`config.mk`:
```
export PLATFORM = sky130hd
export DESIGN_NAME = atm_div
export DESIGN_NICKNAME = d
export VERILOG_FILES = /design/src/rtl/atm_pkg.sv /design/src/rtl/atm_div.sv
export VERILOG_INCLUDE_DIRS = /design/src /design/src/rtl
export SDC_FILE = /design/constraint.sdc
export NUM_CORES = 1
export LEC_CHECK = 0
export BUFFER_PORTS_ARGS = -buffer_cell sky130_fd_sc_hd__buf_4
export CAP_MARGIN = 20
export CORE_MARGIN = 2
export CORE_UTILIZATION = 57
export CTS_BUF_LIST = sky130_fd_sc_hd__clkbuf_2 sky130_fd_sc_hd__clkbuf_4 sky130_fd_sc_hd__clkbuf_8
export CTS_CLUSTER_DIAMETER = 200
export DETAILED_ROUTE_END_ITERATION = 6
export GPL_ROUTABILITY_DRIVEN = 0
export PLACE_DENSITY_LB_ADDON = 0.1
export SYNTH_ARGS = -nofsm -noshare
export SYNTH_HDL_FRONTEND = slang
export SYNTH_SLANG_ARGS = --single-unit
```
`constraint.sdc`:
```
create_clock -name clk -period 4 [get_ports clk]
set_input_delay 1 -clock clk [delete_from_list [all_inputs] [get_ports clk]]
set_output_delay 1 -clock clk [all_outputs]
set_load 0.1 [all_outputs]
```
`src/rtl/assert_macros.svh`:
```
// Assertion macros shared by the time mapper RTL.
`ifndef ASSERT_MACROS_SVH
`define ASSERT_MACROS_SVH
`ifndef SYNTH
`define ASSERT_ON(lbl, ck, rs, prop, msg) \
  lbl: assert property (@(posedge ck) disable iff (!rs) prop) else $error(msg);
`define ASSERT_ALWAYS(lbl, ck, prop, msg) \
  lbl: assert property (@(posedge ck) prop) else $error(msg);
`else
`define ASSERT_ON(lbl, ck, rs, prop, msg)
`define ASSERT_ALWAYS(lbl, ck, prop, msg)
`endif
`endif

```
`src/rtl/atm_pkg.sv`:
```
// Shared constants and sideband types of the animation time mapper.
package atm_pkg;

  localparam int TIME_BITS_DEF = 32;
  localparam int FRAC_BITS_DEF = 16;
  localparam int DIV_STEP      = 2;
  localparam int ITER_W        = 16;
  localparam int CFG_IDX_W     = 3;

  localparam longint unsigned SIMPLE_DUR_RST = 64'd65536;
  localparam longint unsigned ACTIVE_DUR_RST = 64'd99999;

  localparam int ITER_POS_LIM = 32767;
  localparam int ITER_NEG_LIM = 32768;
  localparam logic signed [ITER_W-1:0] ITER_MAX = 16'sh7fff;
  localparam logic signed [ITER_W-1:0] ITER_MIN = 16'sh8000;

  localparam logic [CFG_IDX_W-1:0] REG_SIMPLE_DUR = 3'd0;
  localparam logic [CFG_IDX_W-1:0] REG_ACTIVE_DUR = 3'd1;
  localparam logic [CFG_IDX_W-1:0] REG_SPEED      = 3'd2;
  localparam logic [CFG_IDX_W-1:0] REG_ACCEL      = 3'd3;
  localparam logic [CFG_IDX_W-1:0] REG_DECEL      = 3'd4;
  localparam logic [CFG_IDX_W-1:0] REG_AUTO_REV   = 3'd5;

  typedef struct packed {
    logic neg;
    logic frac;
    logic dz;
  } d1_side_t;

  typedef struct packed {
    logic                     c2;
    logic                     dz;
    logic signed [ITER_W-1:0] iter;
  } d2_side_t;

endpackage

```
`src/rtl/atm_div.sv`:
```
// Pipelined restoring divider, a fixed number of quotient bits per stage.
`include "assert_macros.svh"
module atm_div #(
  parameter int NUM_W  = 8,
  parameter int DEN_W  = 8,
  parameter int QUO_W  = 8,
  parameter int STEP   = atm_pkg::DIV_STEP,
  parameter int SIDE_W = 1
) (
  input  logic              clk,
  input  logic              rst_n,
  input  logic              in_valid,
  input  logic [NUM_W-1:0]  in_num,
  input  logic [DEN_W-1:0]  in_den,
  input  logic [SIDE_W-1:0] in_side,
  output logic              out_valid,
  output logic [QUO_W-1:0]  out_quo,
  output logic [DEN_W-1:0]  out_rem,
  output logic [SIDE_W-1:0] out_side
);
  localparam int NST = (QUO_W + STEP - 1) / STEP;
  localparam int QP  = NST * STEP;

  logic              valid_r [NST];
  logic [DEN_W-1:0]  rem_r   [NST];
  logic [DEN_W-1:0]  den_r   [NST];
  logic [QP-1:0]     low_r   [NST];
  logic [QP-1:0]     quo_r   [NST];
  logic [SIDE_W-1:0] side_r  [NST];

  for (genvar s = 0; s < NST; s++) begin : g_stage
    logic              src_valid;
    logic [DEN_W-1:0]  src_rem;
    logic [DEN_W-1:0]  src_den;
    logic [QP-1:0]     src_low;
    logic [QP-1:0]     src_quo;
    logic [SIDE_W-1:0] src_side;
    logic [DEN_W-1:0]  rem_nxt;
    logic [QP-1:0]     low_nxt;
    logic [QP-1:0]     quo_nxt;

    if (s == 0) begin : g_first
      assign src_valid = in_valid;
      assign src_den   = in_den;
      assign src_quo   = '0;
      assign src_side  = in_side;
      // Dividend bits above the quotient range form the starting remainder.
      if (NUM_W > QP) begin : g_hi
        assign src_rem = DEN_W'(in_num[NUM_W-1:QP]);
        assign src_low = in_num[QP-1:0];
      end else begin : g_lo
        assign src_rem = '0;
        assign src_low = QP'(in_num);
      end
    end else begin : g_next
      assign src_valid = valid_r[s-1];
      assign src_rem   = rem_r[s-1];
      assign src_den   = den_r[s-1];
      assign src_low   = low_r[s-1];
      assign src_quo   = quo_r[s-1];
      assign src_side  = side_r[s-1];
    end

    always_comb begin : p_step
      logic [DEN_W:0] part;
      rem_nxt = src_rem;
      low_nxt = src_low;
      quo_nxt = src_quo;
      part    = '0;
      for (int i = 0; i < STEP; i++) begin
        part    = {rem_nxt, low_nxt[QP-1]};
        low_nxt = low_nxt << 1;
        if (part >= {1'b0, src_den}) begin
          part    = part - {1'b0, src_den};
          quo_nxt = {quo_nxt[QP-2:0], 1'b1};
        end else begin
          quo_nxt = {quo_nxt[QP-2:0], 1'b0};
        end
        rem_nxt = part[DEN_W-1:0];
      end
    end

    always_ff @(posedge clk) begin
      if (!rst_n) begin
        valid_r[s] <= 1'b0;
      end else begin
        valid_r[s] <= src_valid;
      end
      rem_r[s]  <= rem_nxt;
      den_r[s]  <= src_den;
      low_r[s]  <= low_nxt;
      quo_r[s]  <= quo_nxt;
      side_r[s] <= src_side;
    end
  end

  assign out_valid = valid_r[NST-1];
  assign out_quo   = quo_r[NST-1][QUO_W-1:0];
  assign out_rem   = rem_r[NST-1];
  assign out_side  = side_r[NST-1];

  `ASSERT_ALWAYS(a_div_rst_clear, clk, !rst_n |=> !out_valid, "divider valid survived reset")
  `ASSERT_ON(a_div_latency, clk, rst_n, in_valid |-> ##NST out_valid, "divider lost a transfer")
  `ASSERT_ON(a_div_zero, clk, rst_n, in_valid && in_num == '0 && in_den != '0 |-> ##NST out_quo == '0 && out_rem == '0, "zero dividend gave a non-zero result")

endmodule

```
# ---- After elaboration in Yosys (flattened, before gate mapping)
# Memories as Yosys holds them, arrays and structs flattened.
# Cells that the tools add are included.
dict set report word_totals {
  reg_bits 0
  input_bits 20
  word_cells 48
  mem_count 6
  out_inout_bits 18
  mem_bits_rw 128
}
# memory depth width rd rd_ports_with_merged_regs write_ports line
set mem_list {}
lappend mem_list {den_r 4 8 3 0 4 atm_div.sv:26} ;# logic [DEN_W-1:0] den_r [NST];
lappend mem_list {quo_r 4 8 4 0 4 atm_div.sv:28} ;# logic [QP-1:0] quo_r [NST];
lappend mem_list {rem_r 4 8 4 0 4 atm_div.sv:25} ;# logic [DEN_W-1:0] rem_r [NST];
lappend mem_list {low_r 4 6 3 0 4 atm_div.sv:27} ;# logic [QP-1:0] low_r [NST];
lappend mem_list {side_r 4 1 4 0 4 atm_div.sv:29} ;# logic [SIDE_W-1:0] side_r [NST];
lappend mem_list {valid_r 4 1 4 0 4 atm_div.sv:24} ;# logic valid_r [NST];
dict set report op_classes {
  bitwise_logic 4
  addsub 8
  magnitude_cmp 8
  n_mux 22
}
# op count
set ops {}
lappend ops {{2-to-1 mux 8 bit} 8}
lappend ops {{greater-or-equal comparator 9 x 8 -> 1 bit} 7}
lappend ops {{subtractor 8 bit} 7}
lappend ops {{2-to-1 mux 1 bit} 14}
lappend ops {{greater-or-equal comparator 1 x 8 -> 1 bit} 1}
lappend ops {{subtractor 1 x 8 -> 8 bit} 1}
lappend ops {{OR 1 bit} 4}

# ---- Depth between registers and ports, before layout
# Gate-level depths: netlist of run 1.
# An unclocked memory read counts as a cell.
dict set report depth {
  depth_word 5
  mapped_depth 19
  ltp_nobuf 16
}

# ---- Worst setup path before layout of run 1
# No wires, ideal clock.
dict set report synth_timing {
  path_type {input to register}
  start {in in_num[7]}
  end {mem rem_r[0][1]}
  cell_stages 14
  setup_time_ns 0.123
  required_time_ns 3.877
  t_arrival_ns 3.717
  path_buffers 1
  path_slack_ns 0.159
  path_cell_list {inv_1 -> ha_1 -> inv_1 -> ha_1 -> o211ai_1 -> o21ai_0 -> ha_1 -> a21o_1 -> a21o_1 -> a21o_1 -> a31o_1 -> a31o_1 -> buf_2 -> mux2_1}
}
# item line
set synth_rtl {}
lappend synth_rtl {{start, declared} atm_div.sv:13} ;# input logic [NUM_W-1:0] in_num,
lappend synth_rtl {{end, declared} atm_div.sv:25}

==> impl_results.md, run 1 <==
- Async SR Flop Fraction: 0
- Area contributors post-synth: dfxtp_1, ha_1, inv_1
- Crit path cell chain: inv_1 > ha_1 > a21o_1 > nand2_1 > nand2_2 > o31ai_4 > nand3_2 > buf_4 > mux2_2 > ha_1 > o21ai_1 > a21oi_1 > or4b_1 > nand3_2 > nand3_4 > mux2_1
- Drt wl/cell: ~15 um
- Max FO, Critical Path: 8
- Internal Power: ~2.4 mW
- Hold Path Class: flip-flop to flip-flop
- Hold Buf Count CTS: 0
- First-pass GRT wire length: 17540 um
- Post-synth top area share: 0.3711
- Sequential share of power: 0.276
- Syn_area_per_cell: approximately 10 sq um
- Final core occ: 0.6810
- Sequential element share of the synthesized area: 0.3711
- Setup Skew: 0.01194 ns
- Port Buf Inserts: 37
- Fin cells: 704
- Crit-path max cell delay: 0.51 ns
- Max clock buf depth: 2
- CTS Sinks: 96
- Initial Utilization: 0.5909
- F_max: about 260 MHz
- Req. time, crit path: roughly 4.3 ns
- Max Cap Viol: 0
- Worst Path Arrival: 4.05 ns
- Mux cell area share after synthesis: 0.08770
- H-tree level count: 3
- Clk network pwr share: 0.143
- Placeable Area: approximately 9000 sq um
- Final nets: 676
- DRC errors left: 0
- Die height: 99.32 um
- Top delay family on crit path: simple AND/OR/NAND/NOR gates
- Final setup vio count: 0
- Net count after synthesis: between 600 and 700
- Simple-gate share of the synthesized area: 0.1218
- Net Sw Frac: 0.4346
- Mapped Area: 5179 sq um
- Clk_lat worst skew: 0.37 ns
- CP startpoint kind: flip-flop
- Worst-Margin Slew: about 0.47 ns
- Largest area contributor in the netlist: dfxtp_1
- Max-slew violation count: 0
- DP Worst Slack: ~0.015 ns
- Antenna cells: 0
- Peak VDD IR: 0.4836 mV
- Mapped Cells: 528
- Via count: 3887
- DP Cell Count: ~690
- Die width: 99.32 um
- Full die area: just under 10000 sq um
- First drt pass iteration count: 4
- Main flop type after synthesis: dfxtp_1
- Comb pwr share: 0.580
- PD cells: 725.0 nW/um^2
- Number of flops mapped to enable cells by yosys: 0
- Synth Area in XOR/XNOR: 0.05412
- Largest family of logic cells by synthesized area: adder cells
- Leak Pwr: roughly 2.9 nW
- Area Overhead vs Synth: 15.25%
- Final worst slack: between 0.2 and 0.25 ns
- Antenna violations before repair: 0
- Switching power: 1.881 mW
- Pwr Total: 4.327 mW
- #FFs+latches synth: 96
- Vias in the first global route: 3903
- DRT iter0 DRCs: between 70 and 80
- WP buf/inv: 2
- Warnings from Yosys: 0
- Slowest-stage cell, CP: or4b_1
- CTS tree: built
- Final Hold Vio Count: 0
- Area share of fa/ha/maj cells after synthesis: 0.1672
- Crit path time final: 3.795 ns
- Status: finished, final reports clean
- IO Count: 38
- Gr ovfl total: 0
- Clk pin slew, worst setup/hold paths: ~0.11 ns
- Fraction of layout cells with a size suffix above 1: 0.1997
- Via-to-Cell Ratio: between 5 and 6
- Post-synthesis compound-gate area fraction: 0.1512
- Commonest cells after routing, fill and taps aside: dfxtp_1, ha_1, buf_4
- Fin crit share: 0.9487
- Setup Crit Path Kind: flip-flop to flip-flop
- Total wire length: 10370 um
- Largest net degree at the start of global routing: 20
- Worst Setup End Kind: flip-flop
- Clk root buf: clkbuf_8
- Relative slew slack: 0.6844
- Count of cell types in the netlist: 60
- Gr usage total: 0.2217
- Commonest non-fill, non-tap cell in the layout: dfxtp_1
- Row Count: 34
- TritonCTS Buffers: 9
- Post-DP HPWL: 8336 um
- ANT nets after route: 0
==> what timing repair did <==
action,CTS,global route
resized for setup,2,11
setup buffers,0,2
endpoints found under the setup margin,1,21
==> routing by layer <==
| metal | vias up | wire length (um) | global-route usage |
|---|---|---|---|
| met3 | 25 | 318 | 0.04006 |
| met4 | 0 | 229 | 0.08008 |
| li1 | 1969 | - | - |
| met5 | - | 0 | 0 |
| met1 | 1828 | 4617 | 0.2714 |
| met2 | 65 | 5205 | 0.3903 |
==> final timing paths <==
check / startpoint / endpoint / slack, ns / depth (start not counted)
worst min register to register: quo_r[2][2] / quo_r[3][4] / 0.32 / 0
worst max register to register: den_r[0][3] / rem_r[1][1] / 0.21 / 16
worst max-delay path: den_r[0][3] / rem_r[1][1] / 0.21 / 16
worst min-delay path: quo_r[2][2] / quo_r[3][4] / 0.32 / 0
==> power groups by stage <==
stage	Clock, mW	Sequential [mW]	Combinational (mW)
6_report	0.620	1.20	2.51
2_1_floorplan	0	1.67	1.56
3_3_place_gp	0	1.21	2.41
3_5_place_dp	0	1.22	2.46
4_1_cts	0.639	1.20	2.47
5_1_grt	0.679	1.21	2.74
==> per-stage QoR <==
| stage | hold WS, ns | setup TNS [ns] | instance area, sq um |
|---|---|---|---|
| after floorplan | 0.3096 | 0 | 5179 |
| after global placement | 0.3097 | 0 | 5702 |
| after detailed placement | 0.3121 | 0 | 5702 |
| after CTS | 0.3272 | 0 | 5911 |
| after global routing | 0.3398 | -0.04757 | 5968 |
| final | 0.3199 | 0 | 5968 |
==> synthesized netlist by cell type (7+ instances only) <==
master,instances
inv_1,57
xnor2_1,19
o21a_1,8
nor2_1,30
mux2_2,15
a21oi_1,33
dfxtp_1,96
fa_1,7
ha_1,58
mux2_1,12
nand2_1,31
a21o_1,15
nand4_1,9
xor2_1,13
and2_1,8
o21ai_0,10
nor2b_1,11
==> cell families (layout without fill, tap and decap cells) <==
group,count (synthesis),count (layout)
buffers and inverters,63,131
multiplexers,39,39
AO/OA/AOI/OAI,111,111
AND/OR/NAND/NOR,122,122
flip-flops,96,96
adder cells (fa/ha/maj),65,65
XOR/XNOR,32,32
==> state kept, by name, indices dropped and copies added (netlist names) <==
signal and cells:
valid_r 4, low_r 12, den_r 24, quo_r 20, side_r 4, rem_r 32
==> layout make-up <==
type                       instances  area (sq um)
multi-input combinational        369          3068
fill                             722          2795
sequential                        96          1922
timing repair buffer              57         427.9
inverter                          58         217.7
tap                              108         135.1
clock buffer                       9         123.9
clock inverter                     7         73.82
No activity file was read; power rests on OpenSTA's default activity.
==> inputs of run 2 (changes only) <==
--- a/config.mk
+++ b/config.mk
@@ -14,7 +14,8 @@
 export CTS_CLUSTER_DIAMETER = 200
 export DETAILED_ROUTE_END_ITERATION = 6
 export GPL_ROUTABILITY_DRIVEN = 0
-export PLACE_DENSITY_LB_ADDON = 0.1
+export PLACE_DENSITY = 0.79
+export SKIP_CTS_REPAIR_TIMING = 1
 export SYNTH_ARGS = -nofsm -noshare
 export SYNTH_HDL_FRONTEND = slang
 export SYNTH_SLANG_ARGS = --single-unit
==> run 2 against run 1 <==
Sequential cell count did not move. First-iteration DRC count rose to 2.9 times the previous value. Sequential power barely moved. Critical path type is now input pin to flip-flop.
==> impl_results.md, run 2 (synthesis results as in run 1) <==
- Status: finished, final reports clean (unchanged)
- Clk_lat worst skew: 0.36 ns (was 0.37 ns)
- DRC errors left: 0 (unchanged)
- PD cells: 730.8 nW/um^2 (was 725.0 nW/um^2)
- TritonCTS Buffers: 9 (unchanged)
- CTS Sinks: 96 (unchanged)
- Worst-Margin Slew: 0.4429 ns (was 0.4673 ns)
- Clk root buf: clkbuf_8 (unchanged)
- Max FO, Critical Path: 8 (unchanged)
- Fin crit share: 0.9315 (was 0.9487)
- Setup Crit Path Kind: input pin to flip-flop (was flip-flop to flip-flop)
- Max Cap Viol: 0 (unchanged)
- Worst Setup End Kind: flip-flop (unchanged)
- Switching power: 1.906 mW (was 1.881 mW)
- Reg2Reg Depth: 16 (unchanged)
- Placeable Area: 8763 sq um (unchanged)
- F_max: 268.4 MHz (was 263.5 MHz)
- Gr ovfl total: 0 (unchanged)
- Final setup vio count: 0 (unchanged)
- Worst Path Arrival: 3.97 ns (was 4.05 ns)
- CTS tree: built (unchanged)
- Commonest non-fill, non-tap cell in the layout: dfxtp_1 (unchanged)
- Slowest-stage cell, CP: nor4_1 (was or4b_1)
- First-pass GRT wire length: 18580 um (was 17540 um)
- ANT nets after route: 0 (unchanged)
- IO Count: 38 (unchanged)
- Antenna violations before repair: 0 (unchanged)
- Full die area: 9863 sq um (unchanged)
- RSZ-0062 raised after global routing: false
- Port Buf Inserts: 37 (unchanged)
- Req. time, crit path: 4.25 ns (about the same)
- Vias in the first global route: 4049 (was 3903)
- Comb pwr share: 0.589 (was 0.580)
- Area Overhead vs Synth: 15.70% (was 15.25%)
- Drt wl/cell: 15.80 um (was 14.73 um)
- Relative slew slack: 0.6971 (was 0.6844)
- Via-to-Cell Ratio: 5.661 (was 5.521)
- Crit path cell chain: buf_4 > nor4_1 > o211ai_1 > o21ai_0 > ha_1 > a21o_1 > a21o_1 > a21o_1 > a31o_1 > a31o_1 > mux2_1 (was inv_1 > ha_1 > a21o_1 > nand2_1 > nand2_2 > o31ai_4 > nand3_2 > buf_4 > mux2_2 > ha_1 > o21ai_1 > a21oi_1 > or4b_1 > nand3_2 > nand3_4 > mux2_1)
- Gr usage total: 0.2345 (was 0.2217)
- Max reg flops: 32 (unchanged)
- Crit-path max cell delay: 0.43 ns (was 0.51 ns)
- Biggest regs: rem_r: 32 flops, den_r: 24 flops, quo_r: 20 flops (unchanged)
- Sequential share of power: 0.272 (was 0.276)
- Via count: 4002 (was 3887)
- Net Sw Frac: 0.4353 (was 0.4346)
- Largest net degree at the start of global routing: 19 (was 20)
- H-tree level count: 3 (unchanged)
- CP startpoint kind: input pin (was flip-flop)
- First drt pass iteration count: 6 (was 4)
- Pwr Total: 4.379 mW (was 4.327 mW)
- Reg-to-reg slack, setup: 0.28 ns (was 0.21 ns)
- Crit path time final: 3.726 ns (was 3.795 ns)
- Post-DP HPWL: 8709 um (was 8336 um)
- Peak VDD IR: 0.4678 mV (was 0.4836 mV)
- Final nets: 679 (was 676)
- Fin cells: 707 (was 704)
- Clk pin slew, worst setup/hold paths: 0.10 ns (was 0.11 ns)
- Setup Skew: 0.009193 ns (was 0.01194 ns)
- Min-delay src: low_r[1][3] (was quo_r[2][2])
- Crit-path most repeated cell: a21o_1
- Total wire length: 11170 um (was 10370 um)
- Row Count: 34 (unchanged)
- WP buf/inv: 1 (was 2)
- Top delay family on crit path: compound AO/OA/AOI/OAI gates (was simple AND/OR/NAND/NOR gates)
- Internal Power: 2.473 mW (was 2.447 mW)
- Die width: 99.32 um (unchanged)
- Commonest cells after routing, fill and taps aside: dfxtp_1, buf_4, ha_1 (was dfxtp_1, ha_1, buf_4)
- Hold path depth: 0 (unchanged)
- Hold Path Class: flip-flop to flip-flop (unchanged)
- Top reg by flops: rem_r (unchanged)
- Max-slew violation count: 0 (unchanged)
- Initial Utilization: 0.5909 (unchanged)
- Max clock buf depth: 2 (unchanged)
- Clk network pwr share: 0.138 (was 0.143)
- DRT iter0 DRCs: 224 (was 76)
- Worst r2r dst: rem_r[1][1] (unchanged)
- Antenna cells: 0 (unchanged)
- Hold Path End: low_r[2][5] (was quo_r[3][4])
- Die height: 99.32 um (unchanged)
- WHS: 0.3325 ns (was 0.3199 ns)
- Setup TNS: 0 ns (unchanged)
- Fraction of layout cells with a size suffix above 1: 0.2003 (was 0.1997)
- Final Hold Vio Count: 0 (unchanged)
- DP Cell Count: 689 (was 686)
- Leak Pwr: 2.930 nW (was 2.911 nW)
- RR Startpoint: low_r[0][5] (was den_r[0][3])
run 2: worst register-to-register path, stage by stage, from the launching register on:
cell	delay [ns]
dfxtp_1	0.34
inv_1	0.07
ha_1	0.17
inv_1	0.06
fa_1	0.42
a21oi_1	0.22
nor2_1	0.08
a211o_1	0.28
a21oi_1	0.17
xnor2_1	0.08
mux2_2	0.29
ha_1	0.33
nand4_1	0.09
o21bai_1	0.07
a41oi_1	0.38
nand3_4	0.21
mux2_1	0.35
run 2: how the worst max path moves through the flow:
stage | end | from | cells after the start | slack [ns]
after floorplan | rem_r[0][1] | in_num[7] | 14 | 0.16
after global placement | rem_r[0][2] | in_den[6] | 11 | 0.12
after detailed placement | rem_r[0][1] | in_den[6] | 11 | -0.07
after CTS | rem_r[1][1] | den_r[0][1] | 16 | -0.008
after global routing | rem_r[1][1] | den_r[0][2] | 15 | 0.02
final | rem_r[0][1] | in_den[6] | 11 | 0.27
run 2: layout make-up:
type,instances,area (sq um)
Multi-Input combinational cell,369,3082
Fill cell,651,2771
Sequential cell,96,1922
Timing Repair Buffer,60,450.4
Inverter,58,217.7
Tap cell,108,135.1
Clock buffer,9,123.9
Clock inverter,7,61.31
run 2: power groups by stage:
stage	registers [mW]	clock network (mW)	logic, mW
floorplan	1.67	0	1.56
global placement	1.21	0	2.44
detailed placement	1.22	0	2.51
CTS	1.19	0.618	2.53
global route	1.21	0.665	2.78
finish	1.19	0.606	2.58
run 2: routing by layer:
metal,part of all wire,GRT usage
met1,0.44,0.2979
met3,0.056,0.03514
met5,0,0
met2,0.48,0.4101
met4,0.022,0.07587
run 2: metrics by stage:
step                        util  worst slack (ns)  instance area (sq um)
after floorplan                -            0.1594                   5179
after global placement    0.6532            0.1230                   5724
after detailed placement  0.6532          -0.06536                   5724
after CTS                 0.6743         -0.008449                   5909
after global routing      0.6838           0.02473                   5992
final                     0.6838            0.2738                   5992
